==> config.mk <==
export PLATFORM = sky130hd
export DESIGN_NAME = bmmd_ram
export DESIGN_NICKNAME = d
export VERILOG_FILES = /design/src/sv/bmmd_ram.sv
export SDC_FILE = /design/constraint.sdc
export NUM_CORES = 2
export LEC_CHECK = 0
export BUFFER_PORTS_ARGS = -buffer_cell sky130_fd_sc_hd__buf_4
export CORE_MARGIN = 2
export CORE_UTILIZATION = 65
export CTS_CLUSTER_SIZE = 20
export DETAILED_ROUTE_END_ITERATION = 16
export PLACE_DENSITY = 0.92
export SLEW_MARGIN = 10
export SYNTH_ARGS = -nofsm -noshare
export SYNTH_HDL_FRONTEND = slang
export SYNTH_SLANG_ARGS = --single-unit
==> constraint.sdc <==
create_clock -name clock -period 4 [get_ports clock]
set_input_delay 0.6 -clock clock [delete_from_list [all_inputs] [get_ports clock]]
set_output_delay 0.6 -clock clock [all_outputs]
set_load 0.1 [all_outputs]
==> src/sv/bmmd_ram.sv <==
// Generic single-port RAM with registered read data.
`default_nettype none

module bmmd_ram #(
   parameter int WIDTH = 8,
   parameter int DEPTH = 256,
   localparam int ADDR_W = (DEPTH > 1) ? $clog2(DEPTH) : 1
) (
   input  wire logic              clock,
   input  wire logic              we,
   input  wire logic              re,
   input  wire logic [ADDR_W-1:0] addr,
   input  wire logic [WIDTH-1:0]  wdata,
   output logic      [WIDTH-1:0]  rdata
);

   logic [WIDTH-1:0] mem_ff [DEPTH];
   logic [WIDTH-1:0] rdata_ff;

   always_ff @(posedge clock) begin
      if (we) begin
         mem_ff[addr] <= wdata;
      end
      if (re) begin
         rdata_ff <= mem_ff[addr];
      end
   end

   assign rdata = rdata_ff;

endmodule

`default_nettype wire

==> flow_summary_export.csv <==
group,metric,value,unit
setup_path,worstPathCellList,"buf_8 > buf_12 > buf_4 > mux4_2 > a22oi_1 > a21oi_1 > o41ai_1 > buf_4 > nand4_1",
setup_path,critPathMaxFanout,25,
setup_path,reg2reg_depth,6,
timing,final.setup.tns,0,ps
clock_network,clkTransAtPathRegs,70,ps
job,drv_cap,0,
timing,maxSlewViolCount,0,
setup_path,start_kind,"input port",
routing,drtIter0Drc,8887,
routing,drt-pass1-iter-count,7,
floorplanning,die_x,352,µm
clock_network,cts_root_buf,"clkbuf_16",
logic_synthesis,yosysTopAreaCell,"edfxtp_1",
power_and_ir_drop,peakVddDrop,0.000431,V
logic_synthesis,yosysTopAreaCellShare,78.6,%
clock_network,postCtsResizedCells,0,
setup_path,crit_top_cell,"buf_4",
clock_network,postCtsHoldBufs,0,
power_and_ir_drop,pwr_density_cell,494,mW/mm²
setup_path,crit_family,"compound AO/OA/AOI/OAI gates",
floorplanning,initial_core_util,65.5,%
setup_path,worstPathRequired,4500,ps
setup_path,arrival,4290,ps
timing,fmax,264,MHz
global_routing,antenna_found_initial,8,
routing,viasPerCell,7.76,
placed_design,hpwlAfterDp,128000,µm
routing,wl,241000,µm
power_and_ir_drop,cellLeakagePower,27.8,nW
logic_synthesis,yosysWarnings,0,
routing,vias,44131,
placed_design,io_buffers,26,
global_routing,grt_max_degree,128,
finish,area_delta_synth_final,13.4,%
placed_design,gp_congestion,0.871,
floorplanning,die_h,352,µm
logic_synthesis,ys.flop_type,"edfxtp_1",
global_routing,gr-total-overflow,0,
timing,finClkSkew,37.9,ps
global_routing,grt_pass1_wl,338000,µm
timing,setup_viol,0,
logic_synthesis,postSynthAreaPerCell,22.2,µm²
timing,final_hold_viol_count,0,
finish,layout_commonest_cell,"edfxtp_1",
floorplanning,die_area,0.124,mm²
power_and_ir_drop,p_total,0.0441,W
floorplanning,fp-row-count,127,
clock_network,clk_latency,830,ps
hold_path,hold_path_class,"in -> reg",
global_routing,grt_pass1_vias,44510,
floorplanning,io_pins,27,
placed_design,postPlaceCellArea,0.0832,mm²
finish,final_cell_mix,"edfxtp_1 (2056), mux4_2 (512), buf_4 (363)",
routing,ant_nets,0,
timing,layout_min_cycle_time,3790,ps
setup_path,critPathBufInv,4,
timing,rsz0062_at_grt,"false",
routing,wl_per_cell,42.3,µm
setup_path,critPathSlowestCell,"o41ai_1",
clock_network,cts_sinks,2056,
logic_synthesis,synthDistinctLibCells,21,
logic_synthesis,synth.yosys.seq_area_share,78.6,%
clock_network,cts_max_level,4,
timing,relSlewSlack,4.92,%
run_status,status,"finished clean",
logic_synthesis,synth-edff-count,2056,
setup_path,crit_path_end_kind,"flop",
timing,tightest_slew,1410,ps
logic_synthesis,yosys_register_bits,2056,
logic_synthesis,syn-num-nets,3566,
clock_network,cts.path.max_buffers,3,
logic_synthesis,synthCells,3547,
hold_path,min_path_cells,1,
timing,fin_crit_sh,94.8,%
setup_path,max_stage_delay,1240,ps
clock_network,cts_tree,"yes",
setup_path,path_class,"in -> reg",
logic_synthesis,syn_area,0.0786,mm²
setup_path,crit_cells,9,
global_routing,track_usage,39.9,%
floorplanning,core,0.120,mm²
logic_synthesis,synth.area.top_cells,"edfxtp_1 (79%), mux4_2 (15%), a22oi_1 (2.4%)",
finish,fin_area,0.0891,mm²
finish,fin_nets,3937,
clock_network,cts_setup_buffers,0,
routing,drc,0,
logic_synthesis,async_reset_ff_share,0,%
clock_network,cts_made_buffers,188,
finish,drive_above_1_share,29.1,%
==> worst reg2reg max path, delay by kind of cell (launching register included) <==
family | cells | cell delay [ps]
AOI/OAI and AO/OA | 3 | 1790
muxes | 1 | 550
DFF | 1 | 380
buffers and inverters | 1 | 290
and+or+nand+nor | 1 | 110
==> area by class of cell <==
class,instances,area [µm²]
diodes,9,22.5
inverters,1,3.75
flip-flops and latches,2056,61700
well taps,1612,2020
multi-input cells,1258,15800
clock buffers,236,4930
repair buffers,413,3650
fillers,5657,30800
clock inverters,103,1000
==> routing by layer <==
layer | global-route usage, % | routed length, µm | up-vias
met5 | 0 | 69 | -
met4 | 28.1 | 22300 | 10
met3 | 11.4 | 35700 | 1348
met2 | 63.3 | 115000 | 5197
met1 | 47.8 | 68000 | 21773
li1 | - | - | 15803
==> worst paths after layout <==
kind         slack, ps  endpoint      startpoint
min reg2reg       1110  rdata[1]  mem_ff[178][1]
min                120  rdata[3]              re
max reg2reg        560  rdata[7]  mem_ff[218][7]
max                210  rdata[7]         addr[0]
==> cell usage after synthesis, drive strengths merged (2+ instances only) <==
| cell type | count |
|---|---|
| and2 | 3 |
| nand2b | 6 |
| edfxtp | 2056 |
| nor2b | 7 |
| nand2 | 28 |
| or2 | 2 |
| buf | 87 |
| o41ai | 32 |
| a22oi | 256 |
| nor2 | 232 |
| a21oi | 128 |
| nand4 | 8 |
| nor3 | 30 |
| nand3 | 13 |
| clkbuf | 145 |
| mux4 | 512 |
==> flip-flops by register name (all words and copies together) (netlist names) <==
register,cells
rdata,8
mem_ff,2048
==> metrics by stage <==
| step | util, % | hold WS (ps) | setup slack, ps | std cells |
|---|---|---|---|---|
| after floorplan | - | 699 | 1180 | 3547 |
| after global placement | 69.3 | 930 | 51.4 | 5339 |
| after detailed placement | 69.3 | 941 | -63.2 | 5339 |
| after CTS | 74.3 | 79.8 | 539 | 5678 |
| after global routing | 74.3 | 105 | 273 | 5679 |
| final | 74.3 | 124 | 208 | 5688 |
==> report_power, final <==
group	switching, W	internal (W)
Sequential	0.0000315	0.0238
Combinational	0.00156	0.000758
Clock	0.00819	0.00978
==> cells by family (layout without fill, tap and decap cells) <==
family,Yosys count,in the layout,share of synthesized area (%)
flip-flops,2056,2056,78.6
multiplexers,512,512,14.7
AO/OA/AOI/OAI,416,416,3.62
AND/OR/NAND/NOR,330,330,1.73
buffers and inverters,233,753,1.40
other,0,9,0
Power figures use the tool's default switching activity.
